## src/design/mmc_clock_phase_delay_setting_unit_macros.svh

```systemverilog
// assertion macros of the phase setting unit, used by its sequencer
// no dependencies; include with the bare file name
`ifndef MMC_CLOCK_PHASE_DELAY_SETTING_UNIT_MACROS_SVH
`define MMC_CLOCK_PHASE_DELAY_SETTING_UNIT_MACROS_SVH

// same-cycle implication
`define MCPDS_ASSERT_NOW(name, clk, rst_n, ante, cons) \
    name: assert property (@(posedge clk) disable iff (!rst_n) (ante) |-> (cons)) \
        else $error("mcpds assertion failed");

// next-cycle implication
`define MCPDS_ASSERT_NEXT(name, clk, rst_n, ante, cons) \
    name: assert property (@(posedge clk) disable iff (!rst_n) (ante) |=> (cons)) \
        else $error("mcpds assertion failed");

`endif

```

## src/design/mcpds_pkg.sv

```systemverilog
// types and constants of the memory card clock phase setting unit
// no dependencies; imported by every module of the unit
package mcpds_pkg;

    localparam int RATE_W  = 29;
    localparam int DEN_W   = 39;
    localparam int NUM_W   = 40;
    localparam int QUO_W   = 9;
    localparam int REQ_W   = 9;
    localparam int DEG_W   = 9;
    localparam int SET_W   = 11;
    localparam int DLY_W   = 8;
    localparam int CNT_W   = 6;

    localparam int DIV_STEPS = 40;
    localparam int RB_WAIT   = 7;

    localparam logic [RATE_W-1:0] RATE_RESET = 29'd50000000;
    localparam logic [NUM_W-1:0]  PS_PER_SEC = 40'd1000000000000;

    // 16 taps per cycle times 60 ps per element
    localparam int DELAY_DEN_MUL = 960;

    // reciprocal multipliers for constant divides
    localparam int Q45_MUL  = 1457;
    localparam int R10_MUL  = 820;
    localparam int Q90_MUL  = 729;
    localparam int Q22_MUL  = 187;
    localparam int MHZ_MUL  = 562949954;
    localparam int FINE_MUL = 27487791;
    localparam int Q360_MUL = 2913;
    localparam int DEG_FACTOR = 216;

    localparam logic ACT_SET  = 1'b0;
    localparam logic ACT_READ = 1'b1;

    typedef enum logic [2:0] {
        S_IDLE,
        S_DIV,
        S_APPLY,
        S_WAIT,
        S_DONE
    } t_state;

    typedef struct packed {
        logic load_in;
        logic div_init;
        logic div_step;
        logic apply;
        logic load_out;
    } t_cmd;

endpackage

```

## src/design/mcpds_div.sv

```systemverilog
// restoring divider of the picosecond constant by the scaled clock rate
// one quotient bit per step, a sticky flag marks a quotient above nine bits; uses mcpds_pkg
module mcpds_div import mcpds_pkg::*; (
    input  logic             i_clk,
    input  logic             i_init,
    input  logic             i_step,
    input  logic [DEN_W-1:0] i_den,
    output logic [QUO_W-1:0] o_quo,
    output logic             o_sat
);

    logic [DEN_W-1:0] r_rem;
    logic [NUM_W-1:0] r_num;
    logic [QUO_W-1:0] r_quo;
    logic             r_sat;

    logic [DEN_W:0]   w_sh;
    logic [DEN_W:0]   w_diff;
    logic             w_ge;

    always_comb begin
        w_sh   = {r_rem, r_num[NUM_W-1]};
        w_ge   = (w_sh >= {1'b0, i_den});
        w_diff = w_sh - {1'b0, i_den};
    end

    always_ff @(posedge i_clk) begin
        if (i_init) begin
            r_rem <= '0;
            r_num <= PS_PER_SEC;
            r_quo <= '0;
            r_sat <= 1'b0;
        end else if (i_step) begin
            r_rem <= w_ge ? w_diff[DEN_W-1:0] : w_sh[DEN_W-1:0];
            r_num <= {r_num[NUM_W-2:0], 1'b0};
            r_quo <= {r_quo[QUO_W-2:0], w_ge};
            r_sat <= r_sat | r_quo[QUO_W-1];
        end
    end

    assign o_quo = r_quo;
    assign o_sat = r_sat;

endmodule

```

## src/design/mcpds_ctrl.sv

```systemverilog
// sequencer of the phase setting unit: handshakes, divide count, settle wait
// uses mcpds_pkg and the unit's assertion macros
`include "mmc_clock_phase_delay_setting_unit_macros.svh"

module mcpds_ctrl import mcpds_pkg::*; (
    input  logic i_clk,
    input  logic i_rst_n,
    input  logic i_in_valid,
    input  logic i_in_action,
    output logic o_in_ready,
    output logic o_out_valid,
    input  logic i_out_ready,
    output t_cmd o_cmd
);

    t_state           r_state, n_state;
    logic [CNT_W-1:0] r_cnt, n_cnt;
    logic             r_out_valid, n_out_valid;
    t_cmd             w_cmd;

    always_ff @(posedge i_clk) begin
        if (!i_rst_n) begin
            r_state     <= S_IDLE;
            r_cnt       <= '0;
            r_out_valid <= 1'b0;
        end else begin
            r_state     <= n_state;
            r_cnt       <= n_cnt;
            r_out_valid <= n_out_valid;
        end
    end

    always_comb begin
        n_state    = r_state;
        n_cnt      = r_cnt;
        w_cmd      = '0;
        o_in_ready = 1'b0;
        unique case (r_state)
            S_IDLE: begin
                o_in_ready = i_rst_n;
                if (i_in_valid && i_rst_n) begin
                    w_cmd.load_in = 1'b1;
                    n_cnt         = '0;
                    if (i_in_action == ACT_SET) begin
                        w_cmd.div_init = 1'b1;
                        n_state        = S_DIV;
                    end else begin
                        n_state = S_WAIT;
                    end
                end
            end
            S_DIV: begin
                w_cmd.div_step = 1'b1;
                if (r_cnt == CNT_W'(DIV_STEPS - 1)) begin
                    n_state = S_APPLY;
                end else begin
                    n_cnt = r_cnt + 1'b1;
                end
            end
            S_APPLY: begin
                w_cmd.apply = 1'b1;
                n_cnt       = '0;
                n_state     = S_WAIT;
            end
            S_WAIT: begin
                if (r_cnt == CNT_W'(RB_WAIT - 1)) begin
                    n_state = S_DONE;
                end else begin
                    n_cnt = r_cnt + 1'b1;
                end
            end
            S_DONE: begin
                if (!r_out_valid || i_out_ready) begin
                    w_cmd.load_out = 1'b1;
                    n_state        = S_IDLE;
                end
            end
            default: begin
                n_state = S_IDLE;
            end
        endcase
        if (w_cmd.load_out) begin
            n_out_valid = 1'b1;
        end else if (i_out_ready) begin
            n_out_valid = 1'b0;
        end else begin
            n_out_valid = r_out_valid;
        end
    end

    assign o_cmd       = w_cmd;
    assign o_out_valid = r_out_valid;

    `MCPDS_ASSERT_NOW(a_load_into_free_slot, i_clk, i_rst_n,
        w_cmd.load_out, !r_out_valid || i_out_ready)
    `MCPDS_ASSERT_NEXT(a_set_starts_divide, i_clk, i_rst_n,
        i_in_valid && o_in_ready && (i_in_action == ACT_SET),
        r_state == S_DIV && r_cnt == '0)
    `MCPDS_ASSERT_NEXT(a_divide_counts, i_clk, i_rst_n,
        r_state == S_DIV && r_cnt != CNT_W'(DIV_STEPS - 1),
        r_state == S_DIV && r_cnt == $past(r_cnt) + 1'b1)
    `MCPDS_ASSERT_NEXT(a_apply_then_wait, i_clk, i_rst_n,
        w_cmd.apply, r_state == S_WAIT && r_cnt == '0)

endmodule

```

## src/design/mcpds_dp.sv

```systemverilog
// datapath of the phase setting unit: step split, delay scaling, read-back degrees
// uses mcpds_pkg and mcpds_div
module mcpds_dp import mcpds_pkg::*; (
    input  logic              i_clk,
    input  logic              i_rst_n,
    input  t_cmd              i_cmd,
    input  logic              i_cfg_we,
    input  logic [RATE_W-1:0] i_cfg_wdata,
    input  logic [REQ_W-1:0]  i_req_degrees,
    output logic [SET_W-1:0]  o_phase_setting,
    output logic [DLY_W-1:0]  o_delay_count,
    output logic [DEG_W-1:0]  o_phase_degrees
);

    logic [RATE_W-1:0] r_rate;
    logic [SET_W-1:0]  r_phase;
    logic [DEN_W-1:0]  r_den;

    logic [9:0]        r_d;
    logic [4:0]        r_q45;
    logic [9:0]        r_d2;
    logic [3:0]        r_q90;
    logic [2:0]        r_steps;
    logic [1:0]        r_quad;

    logic [9:0]        r_f;
    logic [24:0]       r_p;
    logic [11:0]       r_fine;
    logic [11:0]       r_sum;
    logic [3:0]        r_q360;
    logic [DEG_W-1:0]  r_deg;

    logic [SET_W-1:0]  r_out_set;
    logic [DEG_W-1:0]  r_out_deg;

    logic [QUO_W-1:0]  w_quo;
    logic              w_quo_sat;

    logic [21:0]       w_p45;
    logic [12:0]       w_r10;
    logic [17:0]       w_t10;
    logic [19:0]       w_p90;
    logic [9:0]        w_rem90;
    logic [14:0]       w_p22;
    logic [11:0]       w_prod;
    logic              w_clip;
    logic [DLY_W-1:0]  w_dn;
    logic [58:0]       w_pf;
    logic [16:0]       w_f216;
    logic [49:0]       w_pfine;
    logic [23:0]       w_p360;

    mcpds_div u_div (
        .i_clk  (i_clk),
        .i_init (i_cmd.div_init),
        .i_step (i_cmd.div_step),
        .i_den  (r_den),
        .o_quo  (w_quo),
        .o_sat  (w_quo_sat)
    );

    always_comb begin
        w_p45   = 22'({r_d, 1'b0}) * 22'(Q45_MUL);
        w_r10   = 13'(r_d) * 13'd10 - 13'(r_q45) * 13'd225;
        w_t10   = 18'(w_r10[7:0]) * 18'(R10_MUL);
        w_p90   = 20'(r_d2) * 20'(Q90_MUL);
        w_rem90 = r_d2 - 10'(r_q90) * 10'd90;
        w_p22   = 15'(w_rem90[6:0]) * 15'(Q22_MUL);
        w_prod  = 12'(w_quo) * 12'(r_steps);
        w_clip  = (w_quo_sat && (r_steps != 3'd0)) || (w_prod > 12'd255);
        w_dn    = w_clip ? 8'hFF : w_prod[DLY_W-1:0];
        w_pf    = 59'(r_rate) * 59'(MHZ_MUL);
        w_f216  = 17'(r_f) * 17'(DEG_FACTOR);
        w_pfine = 50'(r_p) * 50'(FINE_MUL);
        w_p360  = 24'(r_sum) * 24'(Q360_MUL);
    end

    always_ff @(posedge i_clk) begin
        if (!i_rst_n) begin
            r_rate  <= RATE_RESET;
            r_phase <= '0;
        end else begin
            if (i_cfg_we) begin
                r_rate <= i_cfg_wdata;
            end
            if (i_cmd.apply) begin
                r_phase <= {(w_dn != '0), w_dn, r_quad};
            end
        end
    end

    // free-running stages, settled before the sequencer's commands capture them
    always_ff @(posedge i_clk) begin
        r_den   <= DEN_W'(r_rate) * DEN_W'(DELAY_DEN_MUL);
        if (i_cmd.load_in) begin
            r_d <= 10'(i_req_degrees) + 10'd1;
        end
        r_q45   <= w_p45[20:16];
        r_d2    <= r_d - 10'(w_t10[17:13]);
        r_q90   <= w_p90[19:16];
        r_steps <= w_p22[14:12];
        r_quad  <= r_q90[1:0];
        r_f     <= w_pf[58:49];
        r_p     <= 25'(w_f216) * 25'(r_phase[9:2]);
        r_fine  <= w_pfine[49:38];
        r_sum   <= 12'(r_phase[1:0]) * 12'd90 + (r_phase[SET_W-1] ? r_fine : 12'd0);
        r_q360  <= w_p360[23:20];
        r_deg   <= DEG_W'(r_sum - 12'(r_q360) * 12'd360);
        if (i_cmd.load_out) begin
            r_out_set <= r_phase;
            r_out_deg <= r_deg;
        end
    end

    assign o_phase_setting = r_out_set;
    assign o_delay_count   = r_out_set[9:2];
    assign o_phase_degrees = r_out_deg;

endmodule

```

## src/design/mmc_clock_phase_delay_setting_unit.sv

```systemverilog
// memory card clock phase setting unit, top level; uses mcpds_pkg, mcpds_ctrl, mcpds_dp
// set beat: bit-serial rate divide, apply, settle wait; read beat: settle wait only
// throughput: one beat in flight; next beat taken once the result sits in the output register
// reset: synchronous active low, clears the sequencer, the output valid and the phase
// setting, and loads the clock rate register with 50 MHz
module mmc_clock_phase_delay_setting_unit import mcpds_pkg::*; (
    input  logic        i_clk,
    input  logic        i_rst_n,
    input  logic        i_cfg_we,
    input  logic [28:0] i_cfg_wdata,
    input  logic        s_axis_tvalid,
    output logic        s_axis_tready,
    input  logic [15:0] s_axis_tdata,   // requested_degrees[8:0], zero pad
    input  logic        s_axis_tuser,   // action
    output logic        m_axis_tvalid,
    input  logic        m_axis_tready,
    output logic [31:0] m_axis_tdata    // phase_setting[10:0], delay_count[18:11],
                                        // phase_degrees[27:19], zero pad
);

    t_cmd             w_cmd;
    logic [SET_W-1:0] w_phase_setting;
    logic [DLY_W-1:0] w_delay_count;
    logic [DEG_W-1:0] w_phase_degrees;

    mcpds_ctrl u_ctrl (
        .i_clk       (i_clk),
        .i_rst_n     (i_rst_n),
        .i_in_valid  (s_axis_tvalid),
        .i_in_action (s_axis_tuser),
        .o_in_ready  (s_axis_tready),
        .o_out_valid (m_axis_tvalid),
        .i_out_ready (m_axis_tready),
        .o_cmd       (w_cmd)
    );

    mcpds_dp u_dp (
        .i_clk           (i_clk),
        .i_rst_n         (i_rst_n),
        .i_cmd           (w_cmd),
        .i_cfg_we        (i_cfg_we),
        .i_cfg_wdata     (i_cfg_wdata),
        .i_req_degrees   (s_axis_tdata[REQ_W-1:0]),
        .o_phase_setting (w_phase_setting),
        .o_delay_count   (w_delay_count),
        .o_phase_degrees (w_phase_degrees)
    );

    assign m_axis_tdata = {4'b0000, w_phase_degrees, w_delay_count, w_phase_setting};

endmodule
```

## config.mk

```make
export PLATFORM = sky130hd
export DESIGN_NAME = mmc_clock_phase_delay_setting_unit
export DESIGN_NICKNAME = d
export VERILOG_FILES = /design/src/design/mcpds_pkg.sv /design/src/design/mcpds_div.sv /design/src/design/mcpds_ctrl.sv /design/src/design/mcpds_dp.sv /design/src/design/mmc_clock_phase_delay_setting_unit.sv
export VERILOG_INCLUDE_DIRS = /design/src /design/src/design
export SDC_FILE = /design/constraint.sdc
export NUM_CORES = 2
export LEC_CHECK = 0
export ABC_AREA = 0
export BUFFER_PORTS_ARGS = -buffer_cell sky130_fd_sc_hd__buf_4
export CAP_MARGIN = 20
export CORE_MARGIN = 10
export CORE_UTILIZATION = 45
export CTS_CLUSTER_DIAMETER = 50
export DETAILED_ROUTE_END_ITERATION = 7
export PLACE_DENSITY_LB_ADDON = 0.25
export SLEW_MARGIN = 20
export SYNTH_ARGS = -nofsm -noshare
export SYNTH_HDL_FRONTEND = slang
export SYNTH_HIERARCHICAL = 1
export SYNTH_SLANG_ARGS = --single-unit
```

## constraint.sdc

```tcl
create_clock -name i_clk -period 9.2 [get_ports i_clk]
set_input_delay 0 -clock i_clk [delete_from_list [all_inputs] [get_ports i_clk]]
set_output_delay 0 -clock i_clk [all_outputs]
set_load 0.01 [all_outputs]
```

==> results.json <==
{
  "hold_viol_final": 0,
  "finalNetCount": 7175,
  "setup_viol_count_final": 0,
  "synthTopCellsByArea": "fa_1, ha_1, dfxtp_1, inv_1, xnor2_1",
  "slowest_delay_ns": 0.56,
  "fp.dieH_um": 354.5,
  "timing.setup.tns_ns": 0,
  "drt_first_iter_violations": 1708,
  "root_buffer": "clkbuf_16",
  "drc": 0,
  "max-cap-violations": 0,
  "async_flop_share": 0,
  "yosysWarnings": 6,
  "crit_path_max_fanout": 10,
  "track_usage": 0.1921,
  "yosysTopAreaCell": "fa_1",
  "arrival_ns": 8.33,
  "ys_seq_area_frac": 0.1185,
  "overflow": 0,
  "synth_top_flop_cell": "dfxtp_1",
  "required_ns": 9.76,
  "firstDrtPassIters": 5,
  "period_share": 0.8446,
  "clockBufferDepth": 3,
  "rows": 122,
  "drv_slew": 0,
  "final_common_cell": "inv_1",
  "crit_buf_inv": 4,
  "yosys_register_bits": 283,
  "cts_setup_buffers": 0,
  "fin_crit_ns": 7.770,
  "final_cell_mix": "inv_1, ha_1, fa_1",
  "start_util": 0.4544,
  "hold_depth": 3,
  "clock_skew_ns": 0.02853,
  "cts_num_sinks": 283,
  "r2r-start": "u_dp/r_f[0]",
  "fmax_mhz": 128.7,
  "r2r_end": "u_dp/r_p[24]",
  "pin_count": 85,
  "cts_hold_buffers": 88,
  "routedWlPerCell_um": 17.14,
  "die_w_um": 354.5,
  "vias": 35070,
  "antenna_found_initial": 4,
  "r2r_setup_slack_ns": 1.43,
  "core_area_um2": 110800,
  "cp-end-kind": "flop",
  "dieArea_um2": 125700,
  "hp-start": "s_axis_tdata[0]",
  "grt_pass1_wl_um": 195400,
  "place_congestion": 0.9308,
  "hp-class": "in2reg",
  "synth_top_area_frac": 0.3077,
  "synthDistinctLibCells": 99,
  "port_buffers": 73,
  "finalWirelength_um": 117500,
  "path_clk_slew_ns": 0.06,
  "ctsHtreeMaxLevel": 2,
  "clock_latency_ns": 0.63,
  "crit_type": "reg2reg",
  "min_to": "u_dp/r_d[0]",
  "cp_slowest_cell": "xor2_1",
  "postSynthCellCount": 5160,
  "via_per_inst": 5.117,
  "drive_above_1_share": 0.04567,
  "syn_avg_cell_area_um2": 9.758,
  "grt_pass1_vias": 37520,
  "ant_nets": 0,
  "hpwl_um": 99500,
  "outcome": "finished clean",
  "synth_edf_count": 30,
  "cts-resized-gates": 0,
  "slew_headroom": 0.2787,
  "cts_buffers": 50,
  "cts_tree": "built",
  "worst_r2r_path_depth": 30,
  "critPathLaunchType": "flop",
  "area_growth_pct": 9.788,
  "path_delay_family": "adder cells",
  "rsz0062_at_grt": "false",
  "netlist_area_um2": 50350,
  "worst_pin_slew_ns": 1.081,
  "grt_max_degree": 57,
  "crit_top_cell": "fa_1"
}
sequential cells by signal, indices dropped and copies added (netlist names), 11 cells and up:
| signal | cells |
|---|---|
| u_dp/u_div/r_rem | 39 |
| u_dp/r_den | 33 |
| u_dp/r_rate | 29 |
| u_dp/u_div/r_num | 28 |
| u_dp/r_p | 22 |
| u_dp/r_fine | 12 |
| u_dp/r_sum | 12 |
| u_dp/o_phase_setting | 11 |
| u_dp/r_phase | 11 |
worst min-delay path, cell delays in order:
cell and delay (ns):
dlygate4sd3_1 0.55, buf_4 0.16, inv_1 0.05
worst max path at each step:
stage / to / start / slack (ns) / cells after the start
2_1_floorplan: u_dp/r_d2[9] / u_dp/r_d[2] / 2.12 / 30
3_3_place_gp: u_dp/r_p[24] / u_dp/r_f[0] / 1.47 / 30
3_5_place_dp: u_dp/r_p[24] / u_dp/r_f[0] / 1.36 / 30
4_1_cts: u_dp/r_p[24] / u_dp/r_f[0] / 1.38 / 30
5_1_grt: u_dp/r_p[24] / u_dp/r_f[0] / 0.88 / 30
6_report: u_dp/r_p[24] / u_dp/r_f[0] / 1.43 / 30
through the flow:
step / hold WS [ns] / util / std cells / worst slack (ns) / cell area (um2)
global placement: 0.2231 / 0.4746 / 6670 / 1.468 / 52590
finish: 0.2297 / 0.4988 / 6854 / 1.430 / 55280
global route: 0.2294 / 0.4988 / 6853 / 0.8766 / 55280
floorplan: 0.1304 / - / 5169 / 2.118 / 50390
CTS: 0.1832 / 0.4986 / 6852 / 1.375 / 55260
detailed placement: 0.2284 / 0.4746 / 6670 / 1.356 / 52590
layer usage:
layer / vias up / wire length (um) / global-route usage
li1: 16950 / - / -
met1: 17260 / 51240 / 0.2428
met2: 672 / 56670 / 0.3336
met3: 186 / 5542 / 0.03096
met4: 2 / 3994 / 0.05995
met5: - / 16 / 0
cells in the mapped netlist, drive strengths merged (29+ instances only):
cell type,count
inv,1264
ha,1027
fa,774
dfxtp,253
nand2,223
nor2,190
a21oi,183
xnor2,139
o21ai,106
and2,101
a21o,96
mux2i,59
xor2,58
nand3,50
clkbuf,46
buf,41
nand4,39
nor3,39
o211ai,39
o21a,39
a31oi,33
o21bai,32
edfxtp,30
nor2b,29
logic make-up after synthesis:
| family | Yosys count | share of synthesized area |
|---|---|---|
| buffers and inverters | 1351 | 0.1029 |
| xor gates and xnor gates | 197 | 0.03427 |
| and+or+nand+nor | 787 | 0.07676 |
| other | 2 | 0.0001491 |
| DFF | 283 | 0.1185 |
| muxes | 61 | 0.01225 |
| adders and majority gates | 1801 | 0.5629 |
| AOI/OAI and AO/OA | 678 | 0.09224 |
area by class of cell:
type / instances / area, um2
fillers: 10350 / 55540
multi-input cells: 3535 / 39280
flip-flops and latches: 283 / 5966
inverters: 1264 / 4745
well taps: 1488 / 1862
repair buffers: 189 / 1647
clock buffers: 58 / 1343
clock inverters: 36 / 439.2
diodes: 1 / 2.502
Power is left out: the tool's default activity adds up to more than one toggle a clock period on the data nets, which glitch-free logic cannot reach.
